**config.mk**
```make
export PLATFORM = sky130hd
export DESIGN_NAME = ugrw_mul
export DESIGN_NICKNAME = d
export VERILOG_FILES = /design/src/rtl/core/ugrw_pkg.sv /design/src/rtl/core/ugrw_mul.sv
export SDC_FILE = /design/constraint.sdc
export NUM_CORES = 2
export LEC_CHECK = 0
export BUFFER_PORTS_ARGS = -buffer_cell sky130_fd_sc_hd__buf_2
export CORE_AREA = 5 5 258 260
export DETAILED_ROUTE_END_ITERATION = 6
export DIE_AREA = 0 0 263 265
export GPL_TIMING_DRIVEN = 0
export PLACE_DENSITY = 0.73
export REMOVE_ABC_BUFFERS = 1
export SYNTH_ARGS = -nofsm -noshare
export SYNTH_HDL_FRONTEND = slang
export SYNTH_SLANG_ARGS = --single-unit
```
**constraint.sdc**
```tcl
create_clock -name clk -period 16.9 [get_ports clk]
set_input_delay 1.69 -clock clk [delete_from_list [all_inputs] [get_ports clk]]
set_output_delay 1.69 -clock clk [all_outputs]
set_load 0.02 [all_outputs]
```
**src/rtl/core/ugrw_pkg.sv**
```systemverilog
`default_nettype none

package ugrw_pkg;

	// Fixed-point and index widths.
	localparam int unsigned FX_W      = 32;
	localparam int unsigned IDX_W     = 9;
	localparam int unsigned RES_W     = 9;
	localparam int unsigned CELL_W    = 8;
	localparam int unsigned CFG_IDX_W = 3;
	localparam int unsigned NUM_AXES  = 3;
	localparam int unsigned FRAC_W    = 16;

	// Largest grid resolution honored on any axis.
	localparam int unsigned MAX_RES = 256;

	typedef logic [FX_W-1:0]   fx_t;
	typedef logic [2*FX_W-1:0] prod_t;
	typedef logic [1:0]        axis_t;

	// Configuration register indexes.
	localparam logic [CFG_IDX_W-1:0] CFG_CELL_SIZE_X = 3'd0;
	localparam logic [CFG_IDX_W-1:0] CFG_CELL_SIZE_Y = 3'd1;
	localparam logic [CFG_IDX_W-1:0] CFG_CELL_SIZE_Z = 3'd2;
	localparam logic [CFG_IDX_W-1:0] CFG_RES_X       = 3'd3;
	localparam logic [CFG_IDX_W-1:0] CFG_RES_Y       = 3'd4;
	localparam logic [CFG_IDX_W-1:0] CFG_RES_Z       = 3'd5;

	localparam fx_t              CELL_SIZE_RESET = 32'h0001_0000;
	localparam logic [RES_W-1:0] RES_RESET       = 9'd256;

	// Request modes.
	localparam logic MODE_START = 1'b0;
	localparam logic MODE_STEP  = 1'b1;

	// Axis of the smallest crossing, indexed by {n0<n1, n1<n2, n0<n2}.
	localparam axis_t AXIS_TABLE [8] = '{2'd2, 2'd0, 2'd1, 2'd1, 2'd2, 2'd0, 2'd0, 2'd0};

	// Status of the iterative divider.
	typedef struct packed {
		logic busy;
		logic done;
	} div_stat_t;

	// Drop the fraction of a Q16.16 product and saturate it to 32 bits.
	function automatic fx_t sat_shift(input prod_t p);
		fx_t r;
		if (p[2*FX_W-1:FX_W+FRAC_W] != '0) begin
			r = '1;
		end else begin
			r = p[FX_W+FRAC_W-1:FRAC_W];
		end
		return r;
	endfunction

	// Resolution as used: zero counts as one, large values clamp to the maximum.
	function automatic logic [RES_W-1:0] eff_res(input logic [RES_W-1:0] r);
		logic [RES_W-1:0] e;
		if (r == '0) begin
			e = RES_W'(1);
		end else if (32'(r) > 32'(MAX_RES)) begin
			e = RES_W'(MAX_RES);
		end else begin
			e = r;
		end
		return e;
	endfunction

endpackage

`default_nettype wire

```
**src/rtl/core/ugrw_mul.sv**
```systemverilog
`default_nettype none

// Registered 32 by 32 unsigned multiplier shared by all start-time products.
module ugrw_mul (
	input  wire logic          clk,
	input  wire ugrw_pkg::fx_t a,
	input  wire ugrw_pkg::fx_t b,
	output ugrw_pkg::prod_t    prod
);
	import ugrw_pkg::*;

	prod_t prod_q;

	always_ff @(posedge clk) begin
		prod_q <= prod_t'(a) * prod_t'(b);
	end

	assign prod = prod_q;

endmodule

`default_nettype wire

```
### After elaboration in Yosys (flattened, before gate mapping)

Cells that the tools add are included.

* register bits: 64
* output and inout port bits: 64
* input bits: 65
* logic and storage cells: 2

* multipliers: 1

Operator list (count)
* 32-bit by 32-bit multiplier with 64-bit output: 1

### Longest topological paths before layout

* word-level depth: 1
* depth in mapped cells: 29
* gate-level depth less buffers: 27

### Worst setup path after synthesis

Ideal clock, no wire load.

* path type: input port to flip-flop
* start: input a[25]
* end: register prod_q[62], in the netlist prod[62]
* stages on the path: 25
* required time: 16.828 ns
* path buffers: 2
* arrival: 8.371 ns
* setup time: 0.072 ns
* setup slack: 8.457 ns
* cells stage by stage: clkbuf_1 > nand2_1 > fa_1 > inv_1 > fa_1 > inv_1 > fa_1 > inv_1 > fa_1 > fa_1 > fa_1 > fa_1 > inv_1 > fa_1 > inv_1 > ha_1 > buf_2 > nand4_1 > or4_1 > or3_1 > a31oi_1 > a31o_2 > a211oi_1 > o21ai_1 > xor2_1

* longest elaborated chain between the ends: 1

Ends and longest elaborated chain
* start: declaration: RTL line ugrw_mul.sv:6 `input wire ugrw_pkg::fx_t a,`
* 32-bit by 32-bit multiplier with 64-bit output: RTL line ugrw_mul.sv:15 `prod_q <= prod_t'(a) * prod_t'(b);`
* end signal: assignment: RTL line ugrw_mul.sv:15
* end: declaration: RTL line ugrw_mul.sv:12 `prod_t prod_q;`

No other way between the ends.

### Final worst setup path

* start: input a[26]
* end: register prod_q[62], in the netlist prod[62]

Same word-level chain as after synthesis.

==> summary.txt <==
Floorplanning
  • Die area: 69700 sq um
  • Die H: about 270 um
  • Core Rows: 93
  • Top-Level Pins: 129
  • Die Width: about 260 um
  • Starting Density: 54.3%
  • Core area: 63900 sq um

Routing
  • Initial DRC Count: between 1000 and 1500
  • DRC viols: 0
  • Post-route ant nets: 0
  • Vias/cell: about 5.5
  • Routed WL: between 80 and 90 mm
  • Pre-Repair DR Iteration Count: 5
  • DR WL/cell: slightly below 20 um
  • DR vias: between 20000 and 25000

Worst hold path
  • Hold WC Path Type: in -> reg

Clocking
  • Clock sink total: 64
  • Setup Fix Bufs, Post-CTS: 0
  • CTS tree: done
  • # resized after CTS: 0
  • Clock buffer depth: 2
  • CTS HTree Levels: 3
  • Clk root buf: clkbuf_16
  • # hold bufs at CTS: 0
  • Clock-pin slew on the worst setup and hold paths: 0.06 ns
  • CTS Buf Count: 9

Critical path
  • Startpoint types: primary input
  • Worst Setup End Kind: register
  • Critical setup path kind: in -> reg
  • Crit path max fanout: 32
  • Req. time, crit path: between 15 and 20 ns
  • Arrival @ worst endpoint: ~10 ns

Placement
  • Pre-CTS setup slack: ~7 ns
  • Placed Area: ~36000 sq um
  • GP Congestion: about 0.94
  • Post-DP HPWL: just under 70 mm
  • IO buf count: 128

Timing
  • Worst-Margin Slew: just under 1 ns
  • Setup TNS: 0 ns
  • RSZ-0062 raised after global routing: no
  • Fin crit share: between 50% and 60%
  • Final Hold Viols: 0
  • Final slew viol count: 0
  • Final Setup Violations: 0
  • Fmax: 0.105 GHz
  • Final Hold Slack: about 2.0 ns
  • Final worst slack: about 7.4 ns
  • Relative max-transition margin: about a third
  • Crit path time final: roughly 9.5 ns

Global route
  • GR Overflow Total: 0
  • First-pass GRT wire length: around 150 mm
  • Initial antenna violation count: 1
  • Number of global-route vias before repair: around 28000
  • Total GRT Usage: roughly a quarter
  • Pin count of the biggest net entering global routing: 33

Outcome
  • Status: finished clean

Finish
  • Final #Nets: approximately 4900
  • Max FFs per register: 64
  • Layout cell share with drive strength beyond 1: between 4 and 5%
  • Most common cell after layout, fill and taps aside: fa_1
  • Area delta synth->final: 3.48%
  • Finished Cell Area: between 30000 and 40000 sq um
  • Most frequent cells in the layout: fa_1, inv_1, and2_1, nand2_1, ha_1

Logic synthesis
  • Synth async-reset ratio: 0%
  • Yosys warns: 0
  • Synth Flop Type: dfxtp_1
  • Syn Std Cell Area: between 30000 and 40000 sq um
  • Mapped Cells: about 3700
  • Yosys reg bits: 64
  • Syn Area/Cell: 9.25 sq um
  • Sequential element share of the synthesized area: ~3.7%
  • Synth cell types: 57
  • Number of flops mapped to enable cells by yosys: 0

Run
  • Max-cap check violation count: 0
-- per-layer routing --
metal	vias to the layer above	wire [um]	GRT usage, %	part of all wire, %
met5	-	0	0	0
met4	0	3330	9.03	3.7
met3	223	6020	4.42	6.7
met2	974	44700	46.7	50
met1	13000	35300	33.9	39
li1	10700	-	-	-
-- kinds of logic after synthesis --
group / Yosys count / share of synthesized area [%]
AOI/OAI and AO/OA: 202 / 4.15
and+or+nand+nor: 1177 / 17.6
xor gates and xnor gates: 60 / 1.52
DFF: 64 / 3.69
adders and majority gates: 1159 / 61.2
buffers and inverters: 1085 / 11.8
muxes: 1 / 0.0289
-- metrics by stage --
step,std cells,util [%]
after floorplan,3528,-
after global placement,4511,55.7
after detailed placement,4511,55.7
after CTS,4527,56.2
after global routing,4527,56.2
final,4530,56.2
-- final timing paths --
check             start       end  cells after the start
setup / recovery  a[26]  prod[62]                     25
hold / removal     b[0]   prod[0]                      2
-- final cells by class --
type,instances,area (sq um)
flip-flops and latches,64,1280
repair buffers,128,641
multi-input cells,2599,29300
fillers,5660,28000
well taps,855,1070
diodes,3,7.51
clock inverters,6,82.6
inverters,865,3250
clock buffers,10,239
-- synthesized netlist by cell type (3+ instances only) --
cell | instances | area share, %
a211oi_1 | 3 | 0.065
a21boi_1 | 3 | 0.065
a21o_1 | 40 | 0.87
a21oi_1 | 63 | 0.91
a21oi_2 | 3 | 0.076
a221o_1 | 4 | 0.12
a221oi_4 | 3 | 0.23
a31oi_1 | 12 | 0.22
and2_1 | 602 | 11
and3_1 | 14 | 0.25
and4_1 | 3 | 0.076
buf_2 | 6 | 0.087
clkbuf_1 | 213 | 2.3
dfxtp_1 | 64 | 3.7
fa_1 | 896 | 52
ha_1 | 263 | 9.5
inv_1 | 865 | 9.4
nand2_1 | 480 | 5.2
nand3_1 | 10 | 0.14
nand4_1 | 23 | 0.41
nor2_1 | 20 | 0.22
nor3_1 | 7 | 0.10
o21a_1 | 9 | 0.19
o21ai_0 | 21 | 0.30
o21ai_1 | 5 | 0.072
o21bai_1 | 10 | 0.22
o221ai_1 | 3 | 0.076
o31ai_4 | 3 | 0.18
or2_2 | 3 | 0.054
or3_1 | 3 | 0.054
or4_1 | 3 | 0.065
xnor2_1 | 35 | 0.88
xor2_1 | 25 | 0.63
-- critical path: stages --
cell      delay, ns
buf_2          0.66
and2_1         0.27
fa_1           0.43
fa_1           0.58
inv_1          0.07
fa_1           0.53
inv_1          0.05
fa_1           0.49
inv_1          0.05
fa_1           0.40
inv_1          0.08
fa_1           0.43
fa_1           0.52
inv_1          0.06
fa_1           0.47
inv_1          0.04
ha_1           0.43
nand4_1        0.24
or4_1          0.47
or3_1          0.37
a31oi_1        0.50
a31o_2         0.29
a211oi_1       0.13
o21ai_1        0.19
xor2_1         0.27
Power is not shown: default switching activity piles up to over one toggle a cycle in this logic, so the estimate is an artifact.
