[config.mk]
export PLATFORM = sky130hd
export DESIGN_NAME = ugrw_div
export DESIGN_NICKNAME = d
export VERILOG_FILES = /design/src/rtl/core/ugrw_pkg.sv /design/src/rtl/core/ugrw_div.sv
export SDC_FILE = /design/constraint.sdc
export NUM_CORES = 1
export LEC_CHECK = 0
export ABC_AREA = 1
export ABC_CLOCK_PERIOD_IN_PS = 3000
export BUFFER_PORTS_ARGS = -buffer_cell sky130_fd_sc_hd__buf_2
export CAP_MARGIN = 20
export CORE_UTILIZATION = 49
export DETAILED_ROUTE_END_ITERATION = 12
export GPL_TIMING_DRIVEN = 1
export MAX_ROUTING_LAYER = met4
export PLACE_DENSITY = 0.72
export SLEW_MARGIN = 5
export SYNTH_ARGS = -nofsm -noshare
export SYNTH_HDL_FRONTEND = slang
export SYNTH_SLANG_ARGS = --single-unit
[constraint.sdc]
create_clock -name clk -period 3 [get_ports clk]
set_clock_uncertainty 0.15 [all_clocks]
set_input_delay 0.6 -clock clk [delete_from_list [all_inputs] [get_ports clk]]
set_output_delay 0.6 -clock clk [all_outputs]
set_load 0.01 [all_outputs]
[src/rtl/core/ugrw_pkg.sv]
`default_nettype none

package ugrw_pkg;

	// Fixed-point and index widths.
	localparam int unsigned FX_W      = 32;
	localparam int unsigned IDX_W     = 9;
	localparam int unsigned RES_W     = 9;
	localparam int unsigned CELL_W    = 8;
	localparam int unsigned CFG_IDX_W = 3;
	localparam int unsigned NUM_AXES  = 3;
	localparam int unsigned FRAC_W    = 16;

	// Largest grid resolution honored on any axis.
	localparam int unsigned MAX_RES = 256;

	typedef logic [FX_W-1:0]   fx_t;
	typedef logic [2*FX_W-1:0] prod_t;
	typedef logic [1:0]        axis_t;

	// Configuration register indexes.
	localparam logic [CFG_IDX_W-1:0] CFG_CELL_SIZE_X = 3'd0;
	localparam logic [CFG_IDX_W-1:0] CFG_CELL_SIZE_Y = 3'd1;
	localparam logic [CFG_IDX_W-1:0] CFG_CELL_SIZE_Z = 3'd2;
	localparam logic [CFG_IDX_W-1:0] CFG_RES_X       = 3'd3;
	localparam logic [CFG_IDX_W-1:0] CFG_RES_Y       = 3'd4;
	localparam logic [CFG_IDX_W-1:0] CFG_RES_Z       = 3'd5;

	localparam fx_t              CELL_SIZE_RESET = 32'h0001_0000;
	localparam logic [RES_W-1:0] RES_RESET       = 9'd256;

	// Request modes.
	localparam logic MODE_START = 1'b0;
	localparam logic MODE_STEP  = 1'b1;

	// Axis of the smallest crossing, indexed by {n0<n1, n1<n2, n0<n2}.
	localparam axis_t AXIS_TABLE [8] = '{2'd2, 2'd0, 2'd1, 2'd1, 2'd2, 2'd0, 2'd0, 2'd0};

	// Status of the iterative divider.
	typedef struct packed {
		logic busy;
		logic done;
	} div_stat_t;

	// Drop the fraction of a Q16.16 product and saturate it to 32 bits.
	function automatic fx_t sat_shift(input prod_t p);
		fx_t r;
		if (p[2*FX_W-1:FX_W+FRAC_W] != '0) begin
			r = '1;
		end else begin
			r = p[FX_W+FRAC_W-1:FRAC_W];
		end
		return r;
	endfunction

	// Resolution as used: zero counts as one, large values clamp to the maximum.
	function automatic logic [RES_W-1:0] eff_res(input logic [RES_W-1:0] r);
		logic [RES_W-1:0] e;
		if (r == '0) begin
			e = RES_W'(1);
		end else if (32'(r) > 32'(MAX_RES)) begin
			e = RES_W'(MAX_RES);
		end else begin
			e = r;
		end
		return e;
	endfunction

endpackage

`default_nettype wire

[src/rtl/core/ugrw_div.sv]
`default_nettype none

// Restoring divider, one quotient bit per cycle.
module ugrw_div (
	input  wire logic             clk,
	input  wire logic             arst_n,
	input  wire logic             start,
	input  wire ugrw_pkg::fx_t    dividend,
	input  wire ugrw_pkg::fx_t    divisor,
	output ugrw_pkg::fx_t         quotient,
	output ugrw_pkg::fx_t         remainder,
	output ugrw_pkg::div_stat_t   stat
);
	import ugrw_pkg::*;

	localparam int unsigned CNT_W = $clog2(FX_W + 1);

	fx_t              rem_q;
	fx_t              quo_q;
	fx_t              dvs_q;
	logic [CNT_W-1:0] cnt_q;
	logic             busy_q;
	logic             done_q;
	logic [FX_W:0]    trial;

	// The partial remainder stays below twice the divisor, so bit FX_W flags a borrow.
	assign trial = {rem_q, quo_q[FX_W-1]} - {1'b0, dvs_q};

	always_ff @(posedge clk or negedge arst_n) begin
		if (!arst_n) begin
			busy_q <= 1'b0;
			done_q <= 1'b0;
			cnt_q  <= '0;
		end else if (start) begin
			busy_q <= 1'b1;
			done_q <= 1'b0;
			cnt_q  <= CNT_W'(FX_W);
		end else if (busy_q) begin
			cnt_q <= cnt_q - CNT_W'(1);
			if (cnt_q == CNT_W'(1)) begin
				busy_q <= 1'b0;
				done_q <= 1'b1;
			end
		end else begin
			done_q <= 1'b0;
		end
	end

	always_ff @(posedge clk) begin
		if (start) begin
			rem_q <= '0;
			quo_q <= dividend;
			dvs_q <= divisor;
		end else if (busy_q) begin
			if (!trial[FX_W]) begin
				rem_q <= trial[FX_W-1:0];
				quo_q <= {quo_q[FX_W-2:0], 1'b1};
			end else begin
				rem_q <= {rem_q[FX_W-2:0], quo_q[FX_W-1]};
				quo_q <= {quo_q[FX_W-2:0], 1'b0};
			end
		end
	end

	assign quotient  = quo_q;
	assign remainder = rem_q;
	assign stat.busy = busy_q;
	assign stat.done = done_q;

endmodule

`default_nettype wire

* After elaboration in Yosys (flattened, before gate mapping)
Index checks and enable logic that the tools add are counted.
** Word-level totals
- Bits in registers :: 104
- Bits of input ports :: 67
- Output and inout port bits :: 66
- Logic and storage cells :: 23
** Cells by class
- Add/sub/neg operators :: 2
- Eq/ne operators :: 2
- Mux-type cells :: 12
- Reduce and logical (&&, ||, !) cells :: 1
** Operators with widths (number)
- 2-to-1 mux 32 bit :: 3
- subtractor 33 x 32 -> 33 bit :: 1
- 2-to-1 mux 6 bit :: 2
- 2-to-1 mux 1 bit :: 7
- equality test 6 x 1 -> 1 bit, second input constant :: 1
- subtractor 6 x 1 -> 6 bit, second input constant :: 1
- != test 3 x 2 -> 1 bit, second input constant :: 1
- nonzero test 2 bit :: 1

* Longest topological paths before layout
- Word-level depth :: 4
- Mapped depth :: 18
- Mapped depth without buffers :: 17

* Worst setup path before layout
OpenSTA, ideal clock, no wires.
- Path kind :: register to register
- Start point :: register quo_q[31] (netlist: quotient[31])
- End point :: register quo_q[0] (netlist: quotient[0]) (data pin)
- Setup time :: 0.270 ns
- Data arrival time :: 2.058 ns
- Setup slack :: 0.522 ns
- Stages on the path, launching flop included :: 17
- Buffers on the path :: 1
- Clock period less this slack :: 2.478 ns
- Cell sequence :: edfxtp_1 -> inv_1 -> ha_1 -> fa_1 -> inv_1 -> nand2_1 -> nand2_1 -> nand3_1 -> nand2_2 -> nand2_1 -> nand2_1 -> nand2_2 -> nand2_2 -> nand2_2 -> nand2_4 -> buf_6 -> o21ai_0
** Between the ends
- Cells in the longest elaborated chain, start to end :: 4
** RTL lines
- from (decl) :: line ugrw_div.sv:19 : fx_t quo_q;
- from (signal assigned) :: line ugrw_div.sv:52 : quo_q <= dividend;
- from (signal assigned) :: line ugrw_div.sv:57 : quo_q <= {quo_q[FX_W-2:0], 1'b1};
- from (signal assigned) :: line ugrw_div.sv:60 : quo_q <= {quo_q[FX_W-2:0], 1'b0};
- subtractor 33 x 32 -> 33 bit :: line ugrw_div.sv:27 : assign trial = {rem_q, quo_q[FX_W-1]} - {1'b0, dvs_q};
- 2-to-1 mux 1 bit :: line ugrw_div.sv:55 : if (!trial[FX_W]) begin
- 2-to-1 mux 32 bit :: line ugrw_div.sv:54 : end else if (busy_q) begin
- 2-to-1 mux 32 bit :: line ugrw_div.sv:50 : if (start) begin
Every way passes these cells. The select of a mux whose other input is x is not followed.
A chain may end at the register's enable or synchronous reset.

* Worst setup path in the final report
- Start point :: register quo_q[31] (netlist: quotient[31])
- End point :: register rem_q[21] (netlist: remainder[21])
** Between the ends
- Cells in the longest elaborated chain, start to end :: 2
** RTL lines
- subtractor 33 x 32 -> 33 bit :: line ugrw_div.sv:27
- 2-to-1 mux 32 bit :: line ugrw_div.sv:55
- to (signal assigned) :: line ugrw_div.sv:56 : rem_q <= trial[FX_W-1:0];
- to (signal assigned) :: line ugrw_div.sv:59 : rem_q <= {rem_q[FX_W-2:0], quo_q[FX_W-1]};
- to (decl) :: line ugrw_div.sv:18 : fx_t rem_q;
Every way passes these cells.

==> results.md <==
* Initial DRC count at approximately 390
* Post-synth cell types at 37
* Min Clock Period, post-route at around 2.7 ns
* Cells after Synth at a little over 1000
* CP Launch Type: register
* Die H at 121 µm
* CP required at around 3.1 ns
* Top post-synthesis cells by area: edfxtp_1 28%, nand2_1 25%, inv_1 11%
* Clk buf depth at 2
* Wire length of the first global-routing pass at about 28000 µm
* CTS tree: done
* I/O Buffers at approximately 130
* Layout area overhead at 17.0%
* FFs w/ async S/R, synth at 0.0769
* Placed cell areas at 7800 µm²
* FMAX at 364 MHz
* Post-synth top flop: edfxtp_1
* Core Box Area at 13900 µm²
* Tcrit/Tclk final at 0.915
* Critical path arrival at approximately 2.9 ns
* Average wire per standard cell at ~12 µm
* Die X at 121 µm
* VDD IR max at 0.377 mV
* Unrepaired setup endpoints after global routing: false
* Initial antenna violation count at 0
* GRT overflow at 0
* Top cells by count, synth: 464 x nand2_1, 211 x inv_1, 64 x edfxtp_1, 59 x nand3_1, 44 x nor2_1
* Pin count of the biggest net entering global routing at 47
* Worst setup path category: reg -> reg
* Ratio of cells with drive above 1 in the final layout at 0.158
* Final setup fails at 0
* DRC violations left at 0
* Number of enable flip-flop cells after synthesis at 64
* Slew headroom at 0.617
* Tightest Pin Transition at approximately 0.57 ns
* Root Driver: clkbuf_16
* Hpwl dp at ~13000 µm
* Crit path max fanout at 8
* Synthesized area at 6970 µm²
* Gr usage total at 0.255
* Leak at around 0.0047 µW
* Vias at between 6000 and 7000
* Detailed-route wire length at 17000 µm
* N_diodes at 0
* Post-synth top area share at 0.276
* Outcome: complete, no violations
* Initial core utilization at 0.502
* Final Max Tran Viols at 0
* Full die area at roughly 15000 µm²
* Synth warn at 0
* Cell area after layout at between 8000 and 9000 µm²
* Drt first pass iters at 5
* Vias per cell at approximately 4.7
* Max Cap Viol at 0
* Final ANT Viol Nets at 0
* Final Hold Fails at 0
* Synthesized net count at between 1000 and 1500
* Finished Core Util at 0.588
* Final hold slack at roughly 0.26 ns
* Syn Area/Cell at ~6.7 µm²
* Number of global-route vias before repair at a little over 6000
* Accumulated negative setup slack at 0 ns
* Area leader, netlist: edfxtp_1
* CP endpoint kind: register
* Clock Sinks at ~100
* IO Count at ~130
* Htree depth at 3
* RD Place Congestion at 0.927
* Pwr/cell area at around 440 nW/µm²
* Rows at between 40 and 50
* Reg clk slew, reported paths at 0.08 ns
* Hold WC Path Type: in -> reg
* Leading cell type by number of instances after synthesis: nand2_1
* Clk_lat worst skew at 0.36 ns
* Number of register bits inferred by synthesis at between 100 and 150
* Register area share after synthesis at 0.396
* Num CTS Buffers at 9
* Final nets at approximately 1300
final timing paths:
check	from	endpoint	slack, ns	cells past startpoint
worst max-delay path	quotient[31]	remainder[21]	0.26	18
worst min-delay path	divisor[29]	dvs_q[29]	0.26	1
worst max register to register	quotient[31]	remainder[21]	0.26	18
worst min register to register	remainder[17]	remainder[17]	0.34	2
max in group asynchronous	arst_n	cnt_q[4]	2.08	2
min in group asynchronous	arst_n	cnt_q[1]	0.46	2
worst max-delay path: stages, from the launching register on:
cell and delay (ns):
edfxtp_1 0.34, inv_1 0.05, ha_1 0.22, fa_1 0.42, inv_1 0.09, nand2_1 0.05
nand2_1 0.12, nand3_1 0.10, nand2_2 0.11, nand2_1 0.07, nand2_2 0.10, nand2_2 0.08
nand2_2 0.10, nand2_2 0.08, nand2_4 0.15, buf_4 0.19, nand2_1 0.07, nand3_1 0.08
nand2_1 0.05
metal layers:
layer | part of all wire | GRT usage | wire (µm) | up-vias
met3 | 0.060 | 0.0423 | 1030 | 17
met1 | 0.49 | 0.342 | 8270 | 2838
met2 | 0.44 | 0.405 | 7480 | 169
met5 | 0 | - | 0 | -
met4 | 0.011 | 0.0579 | 183 | 0
li1 | - | - | - | 3389
power breakdown:
part / leakage (µW) / internal, µW / switching, µW
Combinational: 0.00354 / 233 / 384
Clock: 0.000156 / 689 / 589
Sequential: 0.00102 / 1650 / 69.1
cells by family after synthesis:
family                   Yosys count  synth area share
XOR/XNOR                          15            0.0188
AO/OA/AOI/OAI                     36            0.0267
AND/OR/NAND/NOR                  612             0.358
buffers and inverters            236             0.136
flip-flops                       104             0.396
adder cells (fa/ha/maj)           35            0.0639
cell usage in the layout, fill, tap and decap left out, drive strengths merged, types with 2 or more instances in the layout:
cell type / count
and2: 5
xnor2: 13
a21oi: 23
inv: 220
dfxtp: 32
nor3: 10
xor2: 2
nor4: 2
nand3: 60
o21ai: 10
dfrtp: 8
buf: 143
clkbuf: 10
edfxtp: 64
nand4: 5
nand3b: 2
nor2: 49
nand2: 477
ha: 34
through the flow:
step                setup WS (ns)  power (µW)  instances
floorplan                   0.522        2140       1038
CTS                         0.208        3640       1356
global route               0.0267        3790       1358
finish                      0.255        3610       1358
global placement            0.321        2360       1339
detailed placement          0.227        2360       1339
registers in the layout (all words and copies together) (netlist names):
register and count:
busy_q 1, cnt_q 6, done_q 1, dvs_q 32, quotient 32, remainder 32
cell type report:
cell class	count	area, µm²
Clock buffer	10	239
Tap cell	180	225
Clock inverter	6	76.3
Fill cell	1375	5720
Timing Repair Buffer	144	766
Multi-Input combinational cell	698	3280
Sequential cell	104	2760
Inverter	216	811
timing repair:
action / 4_1_cts / 5_1_grt
setup endpoints to repair: 0 / 11
hold buffers: 1 / 0
hold endpoints to repair: 8 / 0
resized for setup: 0 / 2
setup buffers: 0 / 2
No activity file was read; power rests on OpenSTA's default activity.
